File: src/sv/tcw_pkg.sv
// Package for the text console character writer: screen geometry, control codes,
// cursor and result types. No dependencies.
`default_nettype none

package tcw_pkg;

    localparam int COLUMNS = 80;
    localparam int ROWS    = 25;

    // internal cursor widths follow the screen size
    localparam int COL_W  = (COLUMNS > 1) ? $clog2(COLUMNS) : 1;
    localparam int ROW_W  = (ROWS > 1) ? $clog2(ROWS) : 1;
    localparam int CELL_W = (COLUMNS * ROWS > 1) ? $clog2(COLUMNS * ROWS) : 1;

    // fixed widths of the result word fields
    localparam int CODE_W     = 8;
    localparam int ATTR_W     = 8;
    localparam int ADDR_OUT_W = 11;
    localparam int COL_OUT_W  = 7;
    localparam int ROW_OUT_W  = 5;

    localparam int TAB_STEP   = 8;
    localparam int TAB_SHIFT  = $clog2(TAB_STEP);

    localparam logic [CODE_W-1:0] CODE_BELL  = 8'd7;
    localparam logic [CODE_W-1:0] CODE_BS    = 8'd8;
    localparam logic [CODE_W-1:0] CODE_TAB   = 8'd9;
    localparam logic [CODE_W-1:0] CODE_LF    = 8'd10;
    localparam logic [CODE_W-1:0] CODE_FF    = 8'd12;
    localparam logic [CODE_W-1:0] CODE_CR    = 8'd13;
    localparam logic [CODE_W-1:0] CODE_SPACE = 8'd32;

    localparam logic [ATTR_W-1:0] COLOR_RESET = 8'd7;

    typedef struct packed {
        logic [ROW_W-1:0] row;
        logic [COL_W-1:0] col;
    } cursor_t;

    // packed from the top down so the first field lands in the highest bits and the last in the lowest
    typedef struct packed {
        logic [ROW_OUT_W-1:0]  cursor_row;
        logic [COL_OUT_W-1:0]  cursor_col;
        logic                  beep;
        logic [ATTR_W-1:0]     cell_attr;
        logic [CODE_W-1:0]     cell_code;
        logic [ADDR_OUT_W-1:0] write_address;
        logic                  write_enable;
    } result_t;

    localparam int RESULT_W = $bits(result_t);
    localparam int M_DATA_W = ((RESULT_W + 7) / 8) * 8;

endpackage

`default_nettype wire

File: src/sv/text_console_char_writer_top.sv
// Top level of the text console character writer: input word register, cursor
// state, attribute register and result register. Depends on tcw_pkg, tcw_step.
//
// Usage: character bytes arrive on the s_ stream, one per word in s_tdata.
// Each accepted word yields exactly one result word on the m_ stream: the
// screen cell write (enable, linear address, code, attribute), a beep flag
// and the cursor position after the character. The attribute is loaded from
// cfg_wr_data when cfg_wr_en is high; the user must do so only while the
// block is idle, as the block itself does not enforce it.
// An accepted word is held in the input register, then moves to the result
// register, shown on m_tvalid, once the result register is free. Throughput
// is one word per cycle while m_tready stays high: the input register hands
// its word to the result register in the same cycle that it is drained.
// When the receiver stalls, the result register holds, the input register
// fills, and s_tready drops until m_tready returns.
// Reset (aresetn low, synchronous) empties both registers, puts the cursor at
// row 0, column 0 and sets the attribute to 7.
`default_nettype none

module text_console_char_writer_top (
    input  wire logic                         aclk,
    input  wire logic                         aresetn,
    input  wire logic                         s_tvalid,
    output logic                              s_tready,
    input  wire logic [7:0]                   s_tdata,   // [7:0] char_code
    output logic                              m_tvalid,
    input  wire logic                         m_tready,
    // [0] write_enable, [11:1] write_address, [19:12] cell_code,
    // [27:20] cell_attr, [28] beep, [35:29] cursor_col, [40:36] cursor_row
    output logic [tcw_pkg::M_DATA_W-1:0]      m_tdata,
    input  wire logic                         cfg_wr_en,
    input  wire logic [7:0]                   cfg_wr_data
);
    import tcw_pkg::*;

    logic              in_valid_reg;
    logic [CODE_W-1:0] in_code_reg;
    logic              out_valid_reg;
    result_t           out_data_reg;
    logic [ATTR_W-1:0] color_reg;
    cursor_t           cursor_reg;
    cursor_t           cursor_next;
    result_t           step_result;
    logic              advance;

    tcw_step u_step (
        .code     (in_code_reg),
        .color    (color_reg),
        .cur      (cursor_reg),
        .cur_next (cursor_next),
        .result   (step_result)
    );

    assign advance  = in_valid_reg && (!out_valid_reg || m_tready);
    assign s_tready = !in_valid_reg || advance;
    assign m_tvalid = out_valid_reg;
    assign m_tdata  = M_DATA_W'(out_data_reg);

    always_ff @(posedge aclk) begin
        if (!aresetn) begin
            in_valid_reg  <= 1'b0;
            out_valid_reg <= 1'b0;
            color_reg     <= COLOR_RESET;
            cursor_reg    <= '0;
        end else begin
            if (cfg_wr_en) begin
                color_reg <= cfg_wr_data;
            end
            if (s_tvalid && s_tready) begin
                in_valid_reg <= 1'b1;
            end else if (advance) begin
                in_valid_reg <= 1'b0;
            end
            if (advance) begin
                out_valid_reg <= 1'b1;
                cursor_reg    <= cursor_next;
            end else if (m_tready) begin
                out_valid_reg <= 1'b0;
            end
        end
    end

    always_ff @(posedge aclk) begin
        if (s_tvalid && s_tready) begin
            in_code_reg <= s_tdata;
        end
        if (advance) begin
            out_data_reg <= step_result;
        end
    end

endmodule

`default_nettype wire

File: src/sv/tcw_step.sv
// Per-character cursor update and cell write decode, purely combinational.
// Depends on tcw_pkg.
`default_nettype none

module tcw_step (
    input  wire logic [tcw_pkg::CODE_W-1:0] code,
    input  wire logic [tcw_pkg::ATTR_W-1:0] color,
    input  wire tcw_pkg::cursor_t           cur,
    output tcw_pkg::cursor_t                cur_next,
    output tcw_pkg::result_t                result
);
    import tcw_pkg::*;

    localparam logic [COL_W-1:0] COL_LAST = COL_W'(COLUMNS - 1);
    localparam logic [ROW_W-1:0] ROW_LAST = ROW_W'(ROWS - 1);

    logic [ROW_W-1:0]  row_down;
    logic [COL_W:0]    col_tab;
    logic              we;
    logic [CODE_W-1:0] cc;
    logic              bp;
    cursor_t           wr_pos;
    logic [CELL_W-1:0] addr;

    assign row_down = (cur.row == ROW_LAST) ? cur.row : cur.row + 1'b1;
    // next multiple of the tab step
    assign col_tab  = (((COL_W+1)'(cur.col) >> TAB_SHIFT) + 1'b1) << TAB_SHIFT;

    always_comb begin
        cur_next = cur;
        wr_pos   = cur;
        we       = 1'b0;
        cc       = CODE_SPACE;
        bp       = 1'b0;
        priority if (code >= CODE_SPACE) begin
            we = 1'b1;
            cc = code;
            if (cur.col == COL_LAST) begin
                cur_next.col = '0;
                cur_next.row = row_down;
            end else begin
                cur_next.col = cur.col + 1'b1;
            end
        end else begin
            unique case (code)
                CODE_LF:   cur_next.row = row_down;
                CODE_CR:   cur_next.col = '0;
                CODE_TAB: begin
                    if (col_tab >= (COL_W+1)'(COLUMNS)) begin
                        cur_next.col = '0;
                        cur_next.row = row_down;
                    end else begin
                        cur_next.col = col_tab[COL_W-1:0];
                    end
                end
                CODE_FF: begin
                    cur_next.col = '0;
                    cur_next.row = ROW_LAST;
                end
                CODE_BELL: bp = 1'b1;
                CODE_BS: begin
                    // nothing happens at the origin
                    if (cur.col != '0) begin
                        cur_next.col = cur.col - 1'b1;
                        we           = 1'b1;
                    end else if (cur.row != '0) begin
                        cur_next.row = cur.row - 1'b1;
                        cur_next.col = COL_LAST;
                        we           = 1'b1;
                    end
                    wr_pos = cur_next;
                end
                default: ;
            endcase
        end
    end

    assign addr = CELL_W'(wr_pos.row * CELL_W'(COLUMNS)) + CELL_W'(wr_pos.col);

    always_comb begin
        result.write_enable  = we;
        result.write_address = we ? ADDR_OUT_W'(addr) : '0;
        result.cell_code     = we ? cc : '0;
        result.cell_attr     = we ? color : '0;
        result.beep          = bp;
        result.cursor_col    = COL_OUT_W'(cur_next.col);
        result.cursor_row    = ROW_OUT_W'(cur_next.row);
    end

endmodule

`default_nettype wire

File: config.mk
export PLATFORM = sky130hd
export DESIGN_NAME = text_console_char_writer_top
export DESIGN_NICKNAME = d
export VERILOG_FILES = /design/src/sv/tcw_pkg.sv /design/src/sv/text_console_char_writer_top.sv /design/src/sv/tcw_step.sv
export SDC_FILE = /design/constraint.sdc
export NUM_CORES = 1
export LEC_CHECK = 0
export BUFFER_PORTS_ARGS = -buffer_cell sky130_fd_sc_hd__buf_2
export CORE_ASPECT_RATIO = 1.4
export CORE_MARGIN = 5
export CORE_UTILIZATION = 40
export CTS_CLUSTER_SIZE = 24
export DETAILED_ROUTE_END_ITERATION = 10
export GPL_TIMING_DRIVEN = 0
export HOLD_SLACK_MARGIN = 0.12
export PLACE_DENSITY = 0.72
export SETUP_SLACK_MARGIN = 0.4
export SYNTH_ARGS = -nofsm -noshare
export SYNTH_HDL_FRONTEND = slang
export SYNTH_HIERARCHICAL = 1
export SYNTH_SLANG_ARGS = --single-unit
export TNS_END_PERCENT = 50
File: constraint.sdc
create_clock -name aclk -period 4.5 [get_ports aclk]
set_input_delay 0.9 -clock aclk [delete_from_list [all_inputs] [get_ports aclk]]
set_output_delay 0.9 -clock aclk [all_outputs]
set_load 0.005 [all_outputs]
# Yosys cells after proc, flatten, opt, wreduce, memory -nomap -nowiden
# Index checks and enable logic that the tools add are counted.
word_totals:
  output_inout_bits: 50
  register_bits: 71
  inputBits: 21
classes:
  n_eq_ne: 8
  multipliers: 1
  add_sub_neg: 6
  n_reduce_logical: 12
  muxes: 23
  magnitude_cmp: 2
op_table:
  columns: ["operator", "count"]
  rows:
  - ["$mux W12", 4]
  - ["$eq A8 B4 Y1 const B", 5]
  - ["$mux W7", 3]
  - ["$pmux W7 S3", 1]
  - ["$mux W5", 4]
  - ["$pmux W5 S4", 1]
  - ["$add A11 B7 Y11", 1]
  - ["$mux W1", 9]
  - ["$eq A8 B3 Y1 const B", 1]
  - ["$ge A8 B6 Y1 const B", 1]
  - ["$ge A8 B7 Y1 const B", 1]
  - ["$add A7 B1 Y7 const B", 1]
  - ["$eq A7 B7 Y1 const B", 1]
  - ["$mul A5 B3 Y7 const B", 1]
  - ["$reduce_bool A7 Y1", 1]
  - ["$sub A7 B1 Y7 const B", 1]
  - ["$mux W6", 1]
  - ["$add A4 B1 Y5 const B", 1]
  - ["$add A5 B1 Y5 const B", 1]
  - ["$eq A5 B5 Y1 const B", 1]
  - ["$reduce_bool A5 Y1", 1]
  - ["$sub A5 B1 Y5 const B", 1]
  - ["$reduce_bool A2 Y1", 2]
  - ["$logic_and A1 B1 Y1", 2]
  - ["other kinds (4)", 6]

# Logic depth before layout (Yosys ltp)
logic_depth:
  depth_word: 7
  depth_mapped: 17
  depth_no_buf: 17

# Hierarchy
# The synthesis kept the hierarchy.
by_module_without_submodules:
  columns: ["mod", "seq_area_each_um2", "cells_each", "area_each_um2", "n_inst"]
  rows:
  - ["text_console_char_writer_top", 1911.8, 145, 2407.3, 1]
  - ["tcw_step", 0.0, 281, 1811.7, 1]

# Worst setup path after synthesis
# OpenSTA, ideal clock, no wires.
synth_timing:
  path_kind: "flip-flop to flip-flop"
  start: "reg cursor_reg[7] (netlist bit)"
  end: "reg out_data_reg (netlist bit m_tdata[11]) (data pin)"
  setup_time_ps: 254
  stages_incl_launch_ff: 17
  arrival_ps: 3580
  path_slack_ps: 665
  n_path_buf: 1
  required_time_ps: 4246
  path_cell_list: "dfxtp_1 > clkbuf_1 > inv_1 > ha_1 > or4b_1 > or4_4 > or4b_1 > nand2_1 > ha_1 > inv_1 > fa_1 > nor2b_1 > o21ai_0 > a211o_1 > o21ai_0 > xnor2_1 > nor2_1"
synth_via:
  elab_chain_len: 7
  elab_cells_between_ends: 13
  cone_classes: "2 x add/sub; 1 x mul; 9 x mux; 1 x reduce/logical"
synth_lines:
  columns: ["element", "line", "rtl"]
  rows:
  - ["start: declaration", "text_console_char_writer_top.sv:41", "cursor_t cursor_reg;"]
  - ["start signal: assignment", "text_console_char_writer_top.sv:76", "cursor_reg <= cursor_next;"]
  - ["$sub A5 B1 Y5 / $reduce_bool A5 Y1 (equally long branches)", "tcw_step.sv:67, tcw_step.sv:66", null]
  - ["$mux W12", "tcw_step.sv:66", "end else if (cur.row != '0) begin"]
  - ["$mux W5", "tcw_step.sv:63", "if (cur.col != '0) begin"]
  - ["$mux W12", "tcw_step.sv:45", "unique case (code)"]
  - ["$mux W12", "tcw_step.sv:35", "priority if (code >= CODE_SPACE) begin"]
  - ["$mul A5 B3 Y7", "tcw_step.sv:78", "assign addr = CELL_W'(wr_pos.row * CELL_W'(COLUMNS)) + CELL_W'(wr_pos.col);"]
  - ["$add A11 B7 Y11", "tcw_step.sv:78", null]
  - ["end signal: assignment", "text_console_char_writer_top.sv:88", "out_data_reg <= step_result;"]
  - ["end: declaration", "text_console_char_writer_top.sv:39", "result_t out_data_reg;"]
# Several ways; a longest one is shown, not always the timed one.
# A chain may end at the register's enable or synchronous reset.

# Worst setup path after layout
layout_timing:
  start: "reg cursor_reg[8] (netlist bit)"
  end: "reg out_data_reg (netlist bit m_tdata[11]) (data pin)"
# The elaborated chain is that of the path after synthesis.

==> reports/results.ini <==
[run_status]
status = completed

[final_layout]
final_cell_mix = buf_2 (70), nand2_1 (50), edfxtp_1 (49)
finish.net_count = 555
final_common_cell = buf_2
largest_reg_flops = 41
final_util_pct = 50.3
drive_above_1_share_pct = 29.5
area_growth_pct = 23.4
num_antenna_cells = 0
final_cells = 656

[setup_path]
r2r-start = cursor_reg[8]
crit_arrival_ps = 4060
crit_chain = clkbuf_4 -> inv_1 -> ha_1 -> or4b_4 -> or4_4 -> or4b_4 -> nand2_2 -> ha_4 -> inv_1 -> fa_2 -> nor2b_2 -> o21ai_2 -> a211o_1 -> o21ai_0 -> xnor2_1 -> nor2_1
reg2reg_depth = 16
cp_slowest_stage_delay_ps = 490
r2r-end = m_tdata[11]
worstSetupStartpointType = register
critPathRequiredTime_ps = 4590
end_kind = register
reg2reg_slack_ps = 530
cp_max_fo = 8
cp_slowest_cell = or4b_4
worst-setup-path-type = register to register

[synth]
synth_top_area_share_pct = 34.9
syn_inst = 426
syn_avg_cell_area_um2 = 9.90
synth-edff-count = 49
async_flop_share_pct = 0
ys_seq_elements = 71
yosysTopAreaCell = edfxtp_1
seq_area_frac_synth_pct = 45.3
synth_area_leaders = edfxtp_1 (35%), dfxtp_1 (10%), ha_1 (5.6%), mux2i_1 (5.0%), nand2_1 (4.5%)
ys.flop_type = edfxtp_1
yosys.cell_types.count = 59
syn_area_um2 = 4220
synth_warnings = 6

[min_path]
hold_path.class = register to register
min_from = color_reg[0]
worstHoldPathCells = 2
hold_path_end = color_reg[0]

[cts]
cts_made_buffers = 9
numClockSinks = 71
hold_buffers = 0
htreeDepth = 3
cts_buffer_depth = 2
clockRootBuffer = clkbuf_16
cts.clk_slew.worst_paths_ps = 60
cts_tree = built
insertion_delay_ps = 340

[floorplanning]
die_height_um = 132
core_area_um2 = 10300
start_util_pct = 40.8
die_w_um = 96.8
num_io_pins = 71
die_area_um2 = 12700
rows = 44

[timing]
max_freq_mhz = 252
slew_viol_final = 0
finalSetupViolCount = 0
report.final.hold_viol_count = 0
setup_ws_ps = 532
max_slew_margin_pct = 44.2
post-route-min-period_ps = 3970
rsz0062_at_grt = false
tightest_slew_ps = 830
fin_crit_sh_pct = 88.2
fin_skew_ps = 6.44
setup-tns-final_ps = 0

[grt]
grt_max_degree = 51
grt_pass1_vias = 3455
antenna_found_initial = 0
grt_use_total_pct = 15.9
grt_pass1_wl_um = 16500
grt_overflow_total = 0

[placed_design]
port_buffers = 61
pre_cts_ws_ps = 108
dp_hpwl_um = 7310
place_congestion = 0.940
placed_cells = 631

[power]
ir_drop_uv = 176
powerDensity_nw_per_um2 = 328
power_leakage_uw = 0.00218
power.total_uw = 1710

[route]
dr.pass1.iters = 5
via_count = 3409
viasPerCell = 5.20
antenna_left = 0
wl_per_cell_um = 15.4
drt-total-wl_um = 10100
drt_iter0_drc = 274
drc = 0

[flow_run]
drv_cap = 0

==> critical path: cells and delay by family (launching register included) <==
kind                     cells  cell delay [ps]
buffers and inverters        3              330
XOR/XNOR                     1              150
adder cells (fa/ha/maj)      3              940
AO/OA/AOI/OAI                3              450
flip-flops                   1              330
AND/OR/NAND/NOR              6             1520
==> cell type report <==
| class | count | area (um2) |
|---|---|---|
| Inverter | 15 | 56.3 |
| Clock buffer | 11 | 275 |
| Buffer | 46 | 307 |
| Fill cell | 1007 | 5140 |
| Clock inverter | 5 | 60.1 |
| Timing Repair Buffer | 70 | 373 |
| Multi-Input combinational cell | 300 | 2050 |
| Sequential cell | 71 | 1910 |
| Tap cell | 138 | 173 |
==> per-layer routing <==
layer  track usage, %  vias up  part of all wire (%)
li1                 -     1665                     -
met1             18.7     1609                    41
met2             27.0      115                    51
met3             3.61       20                   5.2
met4             8.20        0                   2.9
met5                0        -                     0
==> stage by stage <==
step / area, um2 / hold slack, ps
6_report: 5200 / 460
5_1_grt: 5200 / 505
4_1_cts: 5140 / 465
3_5_place_dp: 4720 / 450
3_3_place_gp: 4720 / 441
2_1_floorplan: 4240 / 431
==> cell usage after synthesis, types with 3 or more instances <==
master	count
mux2i_1	21
xnor2_1	6
a211o_1	3
a21o_1	6
nand2_1	51
ha_1	19
and2_1	7
dfxtp_1	22
nor3_1	8
o21ai_0	14
nor2b_1	22
a21oi_1	16
clkbuf_1	11
nand2b_1	4
nand3_1	23
a22oi_1	3
xor2_1	5
buf_4	22
a31oi_1	5
and3_1	7
nor2_1	25
a211oi_1	5
buf_2	9
o22ai_1	5
nand4_1	3
inv_1	15
edfxtp_1	49
==> timing repair <==
action | CTS | global route
cloned | 0 | 0
setup endpoints to repair | 1 | 2
endpoints found under the hold margin | 0 | 0
buffers inserted | 5 | 4
resized for setup | 18 | 8
pin swaps | 3 | 2
==> power by group <==
group          total [uW]  switching (uW)  internal (uW)
sequential            744            13.9            730
combinational         184            98.9           85.5
clock                 778             281            497
==> kinds of logic (layout without fill, tap and decap cells) <==
kind of cell	after synthesis	in the layout	share of synthesized area, %
DFF	71	71	45.3
and+or+nand+nor	168	168	21.0
muxes	23	23	5.52
adders and majority gates	21	21	6.58
buffers and inverters	61	147	8.39
AOI/OAI and AO/OA	70	70	10.8
other	1	7	0.0889
xor gates and xnor gates	11	11	2.28
==> worst max path at each step <==
stage                   start           to  slack, ps  depth (start not counted)
3_3_place_gp   in_code_reg[5]  m_tdata[11]        170                         15
5_1_grt         cursor_reg[8]  m_tdata[11]        410                         16
2_1_floorplan   cursor_reg[7]  m_tdata[11]        670                         16
6_report        cursor_reg[8]  m_tdata[11]        530                         16
3_5_place_dp   in_code_reg[5]  m_tdata[11]        110                         15
4_1_cts         cursor_reg[8]  m_tdata[11]        410                         15
No activity file was read; power rests on OpenSTA's default activity.
